## config.mk

```make
export PLATFORM = sky130hd
export DESIGN_NAME = multi_input_sampled_debouncer
export DESIGN_NICKNAME = d
export VERILOG_FILES = /design/src/rtl/misd_pkg.sv /design/src/rtl/misd_channel.sv /design/src/rtl/multi_input_sampled_debouncer.sv
export SDC_FILE = /design/constraint.sdc
export NUM_CORES = 1
export LEC_CHECK = 0
export BUFFER_PORTS_ARGS = -buffer_cell sky130_fd_sc_hd__buf_2
export CORE_AREA = 2 2 141 143
export CTS_CLUSTER_SIZE = 14
export DETAILED_ROUTE_END_ITERATION = 6
export DIE_AREA = 0 0 143 145
export GPL_TIMING_DRIVEN = 0
export PLACE_DENSITY_LB_ADDON = 0.2
export SLEW_MARGIN = 20
export SYNTH_ARGS = -nofsm -noshare
export SYNTH_HDL_FRONTEND = slang
export SYNTH_SLANG_ARGS = --single-unit
```

## constraint.sdc

```tcl
create_clock -name clock -period 7.4 [get_ports clock]
set_input_delay 1.48 -clock clock [delete_from_list [all_inputs] [get_ports clock]]
set_output_delay 1.48 -clock clock [all_outputs]
set_load 0.01 [all_outputs]
```

## src/rtl/misd_pkg.sv

```systemverilog
// ----------------------------------------------------------------------------
// misd_pkg
// Shared types, register indexes and reset values for the sampled debouncer.
// ----------------------------------------------------------------------------
package misd_pkg;

   // Channels built into the block (upper bound of the CHANNELS parameter)
   localparam int NUM_CH     = 3;
   localparam int CNT_W      = 8;
   localparam int CSR_IDX_W  = 3;

   // Channel status codes
   typedef enum logic [1:0] {
      STATUS_UNKNOWN = 2'd0,
      STATUS_OFF     = 2'd1,
      STATUS_ON      = 2'd2
   } status_type;

   // Configuration register indexes
   typedef enum logic [CSR_IDX_W-1:0] {
      CSR_START_DELAY    = 3'd0,
      CSR_SAMPLE_PER_CH0 = 3'd1,
      CSR_SAMPLE_PER_CH1 = 3'd2,
      CSR_SAMPLE_PER_CH2 = 3'd3,
      CSR_CONFIRM_CH0    = 3'd4,
      CSR_CONFIRM_CH1    = 3'd5,
      CSR_CONFIRM_CH2    = 3'd6
   } csr_index_type;

   // Reset values of the configuration registers
   localparam logic [CNT_W-1:0] START_DELAY_RST = 8'd20;
   localparam logic [CNT_W-1:0] SAMPLE_PER_RST [NUM_CH] = '{8'd20, 8'd20, 8'd5};
   localparam logic [CNT_W-1:0] CONFIRM_RST    [NUM_CH] = '{8'd3, 8'd3, 8'd2};

   // Per-channel configuration handed to a channel
   typedef struct packed {
      logic [CNT_W-1:0] start_delay;
      logic [CNT_W-1:0] sample_period;
      logic [CNT_W-1:0] confirm_count;
   } ch_cfg_type;

   // Per-channel control from the top level
   typedef struct packed {
      logic advance;   // item accepted this cycle
      logic reinit;    // restart the channel before its step
   } ch_ctrl_type;

endpackage

```

## src/rtl/misd_channel.sv

```systemverilog
// ----------------------------------------------------------------------------
// misd_channel
// One debounce channel: start delay, sample period and confirm counting.
// ----------------------------------------------------------------------------
module misd_channel
   import misd_pkg::*;
(
   input  logic        clock,
   input  logic        reset,
   input  ch_cfg_type  cfg,
   input  ch_ctrl_type ctrl,
   input  logic        level,
   output status_type  status_in
);

   logic [CNT_W-1:0] start_count_ff,  start_count_in;
   logic             polling_ff,      polling_in;
   logic [CNT_W-1:0] period_count_ff, period_count_in;
   logic [CNT_W-1:0] same_count_ff,   same_count_in;
   logic             last_level_ff,   last_level_in;
   logic             last_valid_ff,   last_valid_in;
   status_type       status_ff;

   // Values the step starts from, after an optional restart
   logic [CNT_W-1:0] b_start, b_period, b_same;
   logic             b_polling, b_last, b_valid, match;
   status_type       b_status;
   logic [CNT_W-1:0] same_next;

   always_comb begin
      if (ctrl.reinit) begin
         b_start   = cfg.start_delay;
         b_polling = 1'b0;
         b_period  = CNT_W'(1);
         b_same    = CNT_W'(1);
         b_last    = 1'b0;
         b_valid   = 1'b0;
         b_status  = STATUS_UNKNOWN;
      end else begin
         b_start   = start_count_ff;
         b_polling = polling_ff;
         b_period  = period_count_ff;
         b_same    = same_count_ff;
         b_last    = last_level_ff;
         b_valid   = last_valid_ff;
         b_status  = status_ff;
      end

      // Sample evaluation: count equal samples, saturating at confirm count
      match = b_valid && (level == b_last);
      if (match) begin
         same_next = (b_same < cfg.confirm_count) ? b_same + CNT_W'(1) : b_same;
      end else begin
         same_next = CNT_W'(1);
      end

      start_count_in  = b_start;
      polling_in      = b_polling;
      period_count_in = b_period;
      same_count_in   = b_same;
      last_level_in   = b_last;
      last_valid_in   = b_valid;
      status_in       = b_status;

      // Advance one tick: wait out the start delay, then poll
      if (b_polling) begin
         if (b_period[CNT_W-1:1] == '0) begin
            same_count_in   = same_next;
            last_level_in   = level;
            last_valid_in   = 1'b1;
            period_count_in = cfg.sample_period;
            if (same_next >= cfg.confirm_count) begin
               status_in = level ? STATUS_ON : STATUS_OFF;
            end
         end else begin
            period_count_in = b_period - CNT_W'(1);
         end
      end else begin
         if (b_start[CNT_W-1:1] == '0) begin
            polling_in = 1'b1;
         end else begin
            start_count_in = b_start - CNT_W'(1);
         end
      end
   end

   // Update state on each accepted item
   always_ff @(posedge clock) begin
      if (reset) begin
         start_count_ff  <= START_DELAY_RST;
         polling_ff      <= 1'b0;
         period_count_ff <= CNT_W'(1);
         same_count_ff   <= CNT_W'(1);
         last_level_ff   <= 1'b0;
         last_valid_ff   <= 1'b0;
         status_ff       <= STATUS_UNKNOWN;
      end else if (ctrl.advance) begin
         start_count_ff  <= start_count_in;
         polling_ff      <= polling_in;
         period_count_ff <= period_count_in;
         same_count_ff   <= same_count_in;
         last_level_ff   <= last_level_in;
         last_valid_ff   <= last_valid_in;
         status_ff       <= status_in;
      end
   end

endmodule

```

## src/rtl/multi_input_sampled_debouncer.sv

```systemverilog
// ----------------------------------------------------------------------------
// multi_input_sampled_debouncer
// Three-channel counter-based input debouncer driven by one item per tick.
// ----------------------------------------------------------------------------
// Each item is one main tick carrying three pin levels and a peripheral-power
// flag; each item yields exactly one result item with the three channel
// statuses (0 unknown, 1 off, 2 on). The block takes one item per cycle
// while the skid entry is empty: the channel counters update in a single
// pass of short logic when the item is accepted, and the status lands in a
// result register backed by a one-entry skid stage, so a new item is taken
// even while one result waits. Configuration must be written through csr_*
// only while idle; the block itself does not enforce this. A new start delay
// reaches only channel 0, when it is restarted by low peripheral power.
module multi_input_sampled_debouncer
   import misd_pkg::*;
#(
   parameter int CHANNELS = NUM_CH
)(
   input  logic                 clock,
   input  logic                 reset,
   input  logic                 req_valid,
   output logic                 req_ready,
   input  logic                 req_level_ch0,
   input  logic                 req_level_ch1,
   input  logic                 req_level_ch2,
   input  logic                 req_periph_power_on,
   output logic                 rsp_valid,
   input  logic                 rsp_ready,
   output logic [1:0]           rsp_status_ch0,
   output logic [1:0]           rsp_status_ch1,
   output logic [1:0]           rsp_status_ch2,
   input  logic                 csr_write,
   input  logic [CSR_IDX_W-1:0] csr_index,
   input  logic [CNT_W-1:0]     csr_wdata
);

   logic [CNT_W-1:0] start_delay_ff;
   logic [CNT_W-1:0] sample_period_ff [NUM_CH];
   logic [CNT_W-1:0] confirm_count_ff [NUM_CH];

   // Configuration writes; unknown indexes are dropped
   always_ff @(posedge clock) begin
      if (reset) begin
         start_delay_ff <= START_DELAY_RST;
         for (int i = 0; i < NUM_CH; i++) begin
            sample_period_ff[i] <= SAMPLE_PER_RST[i];
            confirm_count_ff[i] <= CONFIRM_RST[i];
         end
      end else if (csr_write) begin
         case (csr_index)
            CSR_START_DELAY:    start_delay_ff      <= csr_wdata;
            CSR_SAMPLE_PER_CH0: sample_period_ff[0] <= csr_wdata;
            CSR_SAMPLE_PER_CH1: sample_period_ff[1] <= csr_wdata;
            CSR_SAMPLE_PER_CH2: sample_period_ff[2] <= csr_wdata;
            CSR_CONFIRM_CH0:    confirm_count_ff[0] <= csr_wdata;
            CSR_CONFIRM_CH1:    confirm_count_ff[1] <= csr_wdata;
            CSR_CONFIRM_CH2:    confirm_count_ff[2] <= csr_wdata;
            default: ;
         endcase
      end
   end

   logic       accept;
   logic       levels [NUM_CH];
   status_type status_in [NUM_CH];

   assign accept    = req_valid && req_ready;
   assign levels[0] = req_level_ch0;
   assign levels[1] = req_level_ch1;
   assign levels[2] = req_level_ch2;

   // Build the configured channels; the rest report unknown
   for (genvar c = 0; c < NUM_CH; c++) begin : g_ch
      if (c < CHANNELS) begin : g_on
         ch_cfg_type  cfg;
         ch_ctrl_type ctrl;

         assign cfg.start_delay   = start_delay_ff;
         assign cfg.sample_period = sample_period_ff[c];
         assign cfg.confirm_count = confirm_count_ff[c];
         assign ctrl.advance      = accept;
         assign ctrl.reinit       = (c == 0) ? !req_periph_power_on : 1'b0;

         misd_channel u_channel (
            .clock     (clock),
            .reset     (reset),
            .cfg       (cfg),
            .ctrl      (ctrl),
            .level     (levels[c]),
            .status_in (status_in[c])
         );
      end else begin : g_off
         assign status_in[c] = STATUS_UNKNOWN;
      end
   end

   // Result register plus skid entry
   logic       out_valid_ff, skid_valid_ff;
   status_type out_data_ff  [NUM_CH];
   status_type skid_data_ff [NUM_CH];
   logic       drain;

   assign req_ready = !skid_valid_ff;
   assign drain     = out_valid_ff && rsp_ready;

   always_ff @(posedge clock) begin
      if (reset) begin
         out_valid_ff  <= 1'b0;
         skid_valid_ff <= 1'b0;
      end else begin
         if (skid_valid_ff) begin
            // refill the result register from the skid entry
            if (drain) begin
               out_valid_ff  <= 1'b1;
               skid_valid_ff <= 1'b0;
            end
         end else if (accept) begin
            if (!out_valid_ff || drain) begin
               out_valid_ff <= 1'b1;
            end else begin
               skid_valid_ff <= 1'b1;
            end
         end else if (drain) begin
            out_valid_ff <= 1'b0;
         end
      end
   end

   // Payload moves without reset
   always_ff @(posedge clock) begin
      if (skid_valid_ff) begin
         if (drain) begin
            out_data_ff <= skid_data_ff;
         end
      end else if (accept) begin
         if (!out_valid_ff || drain) begin
            out_data_ff <= status_in;
         end else begin
            skid_data_ff <= status_in;
         end
      end
   end

   assign rsp_valid      = out_valid_ff;
   assign rsp_status_ch0 = out_data_ff[0];
   assign rsp_status_ch1 = out_data_ff[1];
   assign rsp_status_ch2 = out_data_ff[2];

endmodule
```

# Word-level counts from Yosys, hierarchy flattened
# Memory sizes are Yosys's and may differ from the RTL's.
# Cells that the tools add are included.
# totals
regBits	109
ramBits	48
in_bits	20
output_inout_bits	8
elab_cells	186
n_memories	2
# memory_table
memory	depth	width	rd	rd_clocked_by_memory_dff	wr	line	source
confirm_count_ff	3	8	3	0	3	multi_input_sampled_debouncer.sv:39	logic [CNT_W-1:0] confirm_count_ff [NUM_CH];
sample_period_ff	3	8	3	0	3	multi_input_sampled_debouncer.sv:38	logic [CNT_W-1:0] sample_period_ff [NUM_CH];
# classes
add_sub_neg	9
order_cmp	6
n_eq_ne	11
n_mux	88
bitwise	12
n_reduce_logical	28
# op_table
op	count
$mux 8	23
$mux 1	48
$sub 8x1->8 const B	6
$logic_not 7->1	6
$mux 2	13
$add 8x1->8 const B	3
$ge 8x8->1	3
$lt 8x8->1	3
$mux 6	4
$reduce_and 3->1	7
$eq 3x3->1 const B	3
$eq 3x2->1 const B	2
$not 1->1	6
$or 1x1->1	6
$reduce_and 2->1	3
$reduce_bool 2->1	3
$logic_and 1x1->1	5
$eq 1x1->1	3
$eq 3x1->1 const B	1
$logic_not 3->1	1
$ne 3x1->1 const B	1
$logic_not 1->1	2
$ne 2x1->1 const B	1
$logic_or 1x1->1	1

# Longest topological paths before layout
# Gate-level depths: netlist of run 1.
# depth
word_depth	11
ltp_mapped	20
depth_no_buf	15

# By module
# A second synthesis of run 1 with hierarchy kept.
# hier_totals
hier_cells	1101
hier_area_um2	9897.0
# by_module_without_submodules
module	n_inst	cells_per_inst	area_each_um2	seq_area_each_um2
multi_input_sampled_debouncer	1	146	2524.9	2001.9
misd_channel (g_ch[1].g_on.u_channel)	1	314	2488.6	580.6
misd_channel (g_ch[0].g_on.u_channel)	1	320	2461.1	580.6
misd_channel (g_ch[2].g_on.u_channel)	1	321	2422.3	580.6

# Least setup slack after synthesis of run 1
# OpenSTA, ideal clock, no wires.
# synth_timing
kind	input -> register
from	input req_periph_power_on
to	register out_data_ff (netlist bit rsp_status_ch0[1]) (data pin)
setup_ps	260
arrival_ps	5530
required_time_ps	7140
path_slack_ps	1610
path_stages	19
n_path_buf	5
path_cell_list	clkbuf_1 -> clkbuf_1 -> buf_1 -> clkbuf_1 -> and2_1 -> ha_1 -> nand4_1 -> a21oi_1 -> nor3_1 -> clkbuf_1 -> nand4_1 -> xor2_1 -> nor2_1 -> ha_1 -> a211oi_1 -> o21ai_0 -> o221ai_4 -> mux2_4 -> mux2_4
# synth_between
elab_chain_cells	11
elab_cells_between_ends	20
classes_between	add/sub (1); order compare (2); eq/ne (1); mux (14); reduce/logical (2)
# synth_rtl
element	line	source
start: declaration	multi_input_sampled_debouncer.sv:26	input logic req_periph_power_on,
$mux 8 / $mux 1 (equally long branches)	misd_channel.sv:31	if (ctrl.reinit) begin
$add 8x1->8 (tied with other cells)	misd_channel.sv:52	same_next = (b_same < cfg.confirm_count) ? b_same + CNT_W'(1) : b_same;
$mux 8 / $logic_and 1x1->1 (equally long branches)	misd_channel.sv:52, misd_channel.sv:50	
$mux 8	misd_channel.sv:51	if (match) begin
$ge 8x8->1	misd_channel.sv:72	if (same_next >= cfg.confirm_count) begin
$mux 2	misd_channel.sv:72	
$mux 2	misd_channel.sv:67	if (b_period[CNT_W-1:1] == '0) begin
$mux 2 *	misd_channel.sv:66	if (b_polling) begin
named net g_ch[0].g_on.u_channel.status_in[1]	misd_channel.sv:13	output status_type status_in
$mux 6 *	multi_input_sampled_debouncer.sv:136	if (!out_valid_ff || drain) begin
$mux 6 *	multi_input_sampled_debouncer.sv:135	end else if (accept) begin
$mux 6 *	multi_input_sampled_debouncer.sv:131	if (skid_valid_ff) begin
end signal: assignment	multi_input_sampled_debouncer.sv:133	out_data_ff <= skid_data_ff;
end signal: assignment	multi_input_sampled_debouncer.sv:137	out_data_ff <= status_in;
end: declaration	multi_input_sampled_debouncer.sv:99	status_type out_data_ff [NUM_CH];
# The timed path passes the listed nets; every way through them passes the cells marked *. The select of a mux whose other input is x is not followed.
# A chain may end at the register's enable or synchronous reset.

# Worst setup path in the final report of run 1
# Same ends and word-level chain as after synthesis.

==> impl_metrics.json, run 1 <==
{
  "yosys_warnings": 0,
  "first_pass_iters": 5,
  "synth_edf_count": 60,
  "arrival_ns": 7.00,
  "cp_cell_sequence": "clkbuf_1, clkbuf_1, buf_1, clkbuf_1, and2_1, ha_1, nand4_1, a21oi_1, nor3_1, clkbuf_1, nand4_1, xor2_1, nor2_1, ha_1, a211oi_1, o21ai_0, o221ai_4, mux2_4, mux2_4",
  "cp_common_cell": "clkbuf_1",
  "mappedNetlistNets": 1025,
  "skew_ns": 0.00467,
  "status": "finished, final reports clean",
  "synth.top_cells.by_area": "dfxtp_1 (23%), edfxtp_1 (21%), ha_1 (7.6%)",
  "netlist_area_mm2": 0.00854,
  "core.rowCount": 51,
  "num_vias": 7190,
  "h-tree-depth": 4,
  "place.gp.congestion": 0.868,
  "post_cts_resized": 0,
  "final.setup.worst_slack_ns": 0.582,
  "final_common_cell": "nand2_1",
  "cp-end-kind": "register",
  "grt_overflow_total": 0,
  "finalWirelength_um": 22300,
  "cts_buffers": 17,
  "slowest_delay_ns": 0.60,
  "cts_tree": "done",
  "cts_hold_buf": 0,
  "clock.fmax_ghz": 0.147,
  "die-area_mm2": 0.0207,
  "drcViolationCount": 0,
  "hold_viol_final": 0,
  "synthToLayoutAreaGrowth_pct": 11.9,
  "first_iter_violations": 896,
  "setup_viol": 0,
  "synth_cell_types": 61,
  "min_from": "g_ch[2].g_on.u_channel.start_count_ff[7]$_SDFFE_PP0P_",
  "grt_pass1_wl_um": 35500,
  "synth_ff_type": "dfxtp_1",
  "preCtsSetupSlack_ns": 0.242,
  "grt_setup_unrepaired": "no",
  "r2r_cells": 15,
  "grt_pass1_vias": 6448,
  "fill_cells": 1833,
  "timing.final.crit_share_pct": 92.1,
  "hold_path_class": "reg2reg",
  "cellLeakagePower_nw": 3.61,
  "path_clk_slew_ns": 0.06,
  "port_buffers": 25,
  "syn-instance-count": 953,
  "clk_latency_ns": 0.43,
  "synth_top_area_share_pct": 22.7,
  "drive_above_1_share_pct": 7.43,
  "final_cell_mix": "nand2_1 (104), dfxtp_1 (97), nor2_1 (81)",
  "critPathSlowestCell": "buf_1",
  "async_reset_ff_share_pct": 0,
  "antenna_found_initial": 0,
  "crit_type": "in2reg",
  "grt_start_max_net_pins": 17,
  "crit_required_ns": 7.58,
  "holdPathEnd": "g_ch[2].g_on.u_channel.start_count_ff[7]$_SDFFE_PP0P_",
  "multi_input_area_mm2": 0.00449,
  "reg2reg_from": "g_ch[0].g_on.u_channel.same_count_ff[5]$_SDFFE_PP0P_",
  "maxCapViolCount": 0,
  "cts_root_buffer": "clkbuf_16",
  "power.density_mw_per_mm2": 204,
  "die_w_um": 143,
  "clock_sinks": 157,
  "final-seq-area_mm2": 0.00374,
  "synth_top_cell_by_area": "dfxtp_1",
  "power_mw": 1.95,
  "post_cts_buffers": 0,
  "initial_core_util_pct": 44.5,
  "fp.dieH_um": 145,
  "ir_worst_vdd_uv": 157,
  "reg2reg_slack_ns": 3.18,
  "worstHoldPathCells": 2,
  "setup-tns-final_ns": 0,
  "r2r-end": "rsp_status_ch0[1]$_DFFE_PP_",
  "slew_headroom_pct": 32.5,
  "max-clock-path-buffers": 2,
  "nNetsFinal": 1069,
  "ant_nets": 0,
  "synth.avg_cell_area_um2": 8.97,
  "boundaryPins": 28,
  "slew_viol_final": 0,
  "n_antenna_cell": 0,
  "via_per_inst": 5.64,
  "core_mm2": 0.0192,
  "cp_max_fo": 10,
  "grt.total_usage_pct": 22.1,
  "dpl.hpwl_um": 16100,
  "synth-seq-area-share_pct": 43.8,
  "tightest_slew_ns": 1.00,
  "fin_crit_ns": 6.82,
  "start_kind": "input pin",
  "wl_per_cell_um": 17.5,
  "synth_seq_cells": 157
}
==> cell families after synthesis <==
group	synth area share [%]
simple gates	22.6
fa+ha+maj	7.61
mux	2.04
xor+xnor	4.31
buf+inv	3.73
flops	43.8
compound gates	15.9
==> metal layers <==
layer | track usage [%] | part of all wire, % | vias up
met3 | 4.39 | 5.2 | 29
met4 | 5.99 | 1.6 | 0
met5 | 0 | 0 | -
li1 | - | - | 3552
met1 | 32.8 | 48 | 3421
met2 | 32.6 | 45 | 188
==> registers in the layout, summed over array words and instances, names as in the netlist <==
signal	count
confirm_count_ff	24
g_ch.g_on.u_channel.last_level_ff	3
g_ch.g_on.u_channel.last_valid_ff	3
g_ch.g_on.u_channel.period_count_ff	24
g_ch.g_on.u_channel.polling_ff	3
g_ch.g_on.u_channel.same_count_ff	24
g_ch.g_on.u_channel.start_count_ff	24
g_ch.g_on.u_channel.status_ff	6
rsp_status_ch0	2
rsp_status_ch1	2
rsp_status_ch2	2
rsp_valid	1
sample_period_ff	24
skid_data_ff	6
skid_valid_ff	1
start_delay_ff	8
==> per-stage QoR <==
step | utilization (%) | hold slack (ns) | std cells | instance area, µm²
3_5_place_dp | 46.9 | 0.420 | 1243 | 9010
5_1_grt | 49.8 | 0.450 | 1275 | 9560
2_1_floorplan | - | 0.407 | 953 | 8540
3_3_place_gp | 46.9 | 0.418 | 1243 | 9000
4_1_cts | 49.8 | 0.428 | 1275 | 9560
6_report | 49.8 | 0.428 | 1275 | 9560
==> synth_stat cells (14+ instances only) <==
cell        n
and2_1     30
nand2_1   104
clkbuf_1   33
a31oi_1    18
ha_1       52
a21oi_1    74
xnor2_1    23
o21ai_0    51
and3_1     15
nand4_1    14
xor2_1     19
nand2b_1   14
nand3_1    35
nor2_1     81
dfxtp_1    97
inv_1      46
nor3_1     23
or3_1      15
edfxtp_1   60
==> power breakdown <==
part	internal [mW]	total, mW	switching [mW]
combinational	0.0519	0.154	0.103
clock	0.478	0.838	0.360
sequential	0.933	0.956	0.0225
==> worst max path at each step <==
stage / slack [ns] / cells past startpoint / from / end
3_5_place_dp: 0.24 / 19 / req_periph_power_on / rsp_status_ch0[1]$_DFFE_PP_
5_1_grt: 0.25 / 19 / req_periph_power_on / rsp_status_ch0[1]$_DFFE_PP_
3_3_place_gp: 0.17 / 19 / req_periph_power_on / rsp_status_ch0[1]$_DFFE_PP_
4_1_cts: 0.65 / 19 / req_periph_power_on / rsp_status_ch0[1]$_DFFE_PP_
6_report: 0.58 / 19 / req_periph_power_on / rsp_status_ch0[1]$_DFFE_PP_
2_1_floorplan: 1.61 / 19 / req_periph_power_on / rsp_status_ch0[1]$_DFFE_PP_
==> area by class of cell <==
cell class / instances / area share, %
multi-input combinational: 713 / 46.9
sequential: 157 / 39.2
clock buffer: 20 / 4.79
tap: 265 / 3.47
inverter: 47 / 1.85
buffer: 36 / 1.49
timing repair buffer: 25 / 1.31
clock inverter: 12 / 1.01
==> worst max-delay path, delay by kind of cell <==
family,cells,cell delay [ns]
buf+inv,5,2.41
compound gates,4,0.82
xor+xnor,1,0.30
mux,2,0.60
fa+ha+maj,2,0.54
simple gates,5,0.81
No activity file was read; power rests on OpenSTA's default activity.
==> inputs of run 2 (changes only) <==
--- a/config.mk
+++ b/config.mk
@@ -14,2 +14,3 @@
 export PLACE_DENSITY_LB_ADDON = 0.2
+export RECOVER_POWER = 100
 export SLEW_MARGIN = 20
--- a/constraint.sdc
+++ b/constraint.sdc
@@ -3,2 +3,2 @@
 set_output_delay 1.48 -clock clock [all_outputs]
-set_load 0.01 [all_outputs]
+set_load 0.05 [all_outputs]
==> impl_metrics.json, run 2 (synthesis gave the netlist of run 1 again) <==
{
  "cts_buffers": 17,
  "h-tree-depth": 4,
  "fill_cells": 1842,
  "r2r_cells": 15,
  "n_antenna_cell": 0,
  "first_pass_iters": 6,
  "cellLeakagePower_nw": 3.57,
  "fin_crit_ns": 6.93,
  "timing.final.crit_share_pct": 93.7,
  "cts_tree": "done",
  "max-clock-path-buffers": 2,
  "path_clk_slew_ns": 0.06,
  "power_mw": 1.96,
  "core_mm2": 0.0192,
  "crit_required_ns": 7.59,
  "setup_viol": 0,
  "violations": "max-capacitance violations, max-slew violations",
  "power.density_mw_per_mm2": 206,
  "setup-tns-final_ns": 0,
  "die_w_um": 143,
  "reg2reg_slack_ns": 3.10,
  "hold_viol_final": 0,
  "initial_core_util_pct": 44.5,
  "finalWirelength_um": 22300,
  "dpl.hpwl_um": 16100,
  "cp-end-kind": "register",
  "antenna_found_initial": 0,
  "post_cts_resized": 0,
  "worstHoldPathCells": 2,
  "grt_overflow_total": 0,
  "final_cell_mix": "nand2_1 (104), dfxtp_1 (97), nor2_1 (81)",
  "port_buffers": 25,
  "r2r-end": "rsp_status_ch0[1]$_DFFE_PP_",
  "cts_root_buffer": "clkbuf_16",
  "place.gp.congestion": 0.868,
  "cp_max_fo": 10,
  "grt.total_usage_pct": 22.1,
  "tightest_slew_ns": 1.48,
  "final_common_cell": "nand2_1",
  "skew_ns": 0.00570,
  "cp_cell_sequence": "clkbuf_1, clkbuf_1, clkbuf_1, clkbuf_1, and2_0, ha_1, nand4_1, a21oi_1, nor3_1, clkbuf_1, nand4_1, xor2_1, nor2_1, ha_1, a211oi_1, o21ai_0, o221ai_4, mux2_1, mux2_4",
  "num_vias": 7198,
  "drive_above_1_share_pct": 6.34,
  "die-area_mm2": 0.0207,
  "clk_latency_ns": 0.43,
  "slowest_delay_ns": 0.62,
  "post_cts_buffers": 0,
  "crit_start": "req_periph_power_on",
  "hold_path_class": "reg2reg",
  "nNetsFinal": 1069,
  "arrival_ns": 7.12,
  "grt_pass1_wl_um": 35500,
  "synthToLayoutAreaGrowth_pct": 11.7,
  "grt_pass1_vias": 6448,
  "critPathSlowestCell": "clkbuf_1",
  "cp_common_cell": "clkbuf_1",
  "timing.hold.ws_ns": 0.428,
  "slew_headroom_pct": -0.114,
  "fin_util_pct": 49.7,
  "ir_worst_vdd_uv": 159,
  "core.rowCount": 51,
  "maxCapViolCount": 1,
  "reg2reg_from": "g_ch[0].g_on.u_channel.same_count_ff[5]$_SDFFE_PP0P_",
  "clock.fmax_ghz": 0.144,
  "via_per_inst": 5.65,
  "wl_per_cell_um": 17.5,
  "grt_start_max_net_pins": 17,
  "crit_type": "in2reg",
  "fp.dieH_um": 145,
  "ant_nets": 0,
  "status": "finished with violations",
  "grt_setup_unrepaired": "no",
  "slew_viol_final": 1,
  "first_iter_violations": 800,
  "boundaryPins": 28,
  "drcViolationCount": 0,
  "crit_path_end": "rsp_status_ch0[1]$_DFFE_PP_",
  "clock_sinks": 157,
  "cts_hold_buf": 0,
  "start_kind": "input pin"
}
==> run 2: changes by cell type in the layout (fill, tap and decap cells not counted), sizes merged <==
cell    delta
clkbuf    +11
buf       -11
==> run 2: cell type report <==
cell class	instances	area [µm²]	share of cell area, %
buffer	36	143	1.50
clock buffer	20	458	4.80
clock inverter	12	96.3	1.01
inverter	47	176	1.85
multi-input combinational	713	4480	46.9
sequential	157	3740	39.2
tap	265	332	3.48
timing repair buffer	25	114	1.19
==> run 2: worst max-delay path, delay by kind of cell <==
| kind | cells | cell delay (ns) |
|---|---|---|
| adder cells (fa/ha/maj) | 2 | 0.55 |
| buffers and inverters | 5 | 2.45 |
| AO/OA/AOI/OAI | 4 | 0.82 |
| multiplexers | 2 | 0.66 |
| XOR/XNOR | 1 | 0.31 |
| AND/OR/NAND/NOR | 5 | 0.83 |
==> run 2: worst min path at each step <==
| stage | from | end | slack, ns |
|---|---|---|---|
| after floorplan | g_ch[2].g_on.u_channel.start_count_ff[7]$_SDFFE_PP0P_ | g_ch[2].g_on.u_channel.start_count_ff[7]$_SDFFE_PP0P_ | 0.41 |
| after global placement | g_ch[2].g_on.u_channel.start_count_ff[7]$_SDFFE_PP0P_ | g_ch[2].g_on.u_channel.start_count_ff[7]$_SDFFE_PP0P_ | 0.42 |
| after detailed placement | g_ch[2].g_on.u_channel.start_count_ff[7]$_SDFFE_PP0P_ | g_ch[2].g_on.u_channel.start_count_ff[7]$_SDFFE_PP0P_ | 0.42 |
| after CTS | g_ch[2].g_on.u_channel.start_count_ff[7]$_SDFFE_PP0P_ | g_ch[2].g_on.u_channel.start_count_ff[7]$_SDFFE_PP0P_ | 0.43 |
| after global routing | g_ch[2].g_on.u_channel.start_count_ff[7]$_SDFFE_PP0P_ | g_ch[2].g_on.u_channel.start_count_ff[7]$_SDFFE_PP0P_ | 0.45 |
| final | g_ch[2].g_on.u_channel.start_count_ff[7]$_SDFFE_PP0P_ | g_ch[2].g_on.u_channel.start_count_ff[7]$_SDFFE_PP0P_ | 0.43 |
==> run 2: layer usage <==
metal  global-route usage (%)  part of all wire (%)
met3                     4.39                   5.3
met2                     32.6                    44
met1                     32.8                    49
met5                        0                     0
met4                     5.99                   1.7
==> run 2: stage by stage <==
step	instances	area, µm²	worst slack [ns]
2_1_floorplan	953	8540	1.61
3_3_place_gp	1243	9000	0.173
3_5_place_dp	1243	9010	0.242
4_1_cts	1275	9560	0.654
5_1_grt	1275	9540	0.154
6_report	1275	9540	0.467
==> run 2: report_power, final <==
part,internal [mW],switching (mW)
Combinational,0.0506,0.112
Sequential,0.933,0.0228
Clock,0.478,0.364
Total,1.46,0.499
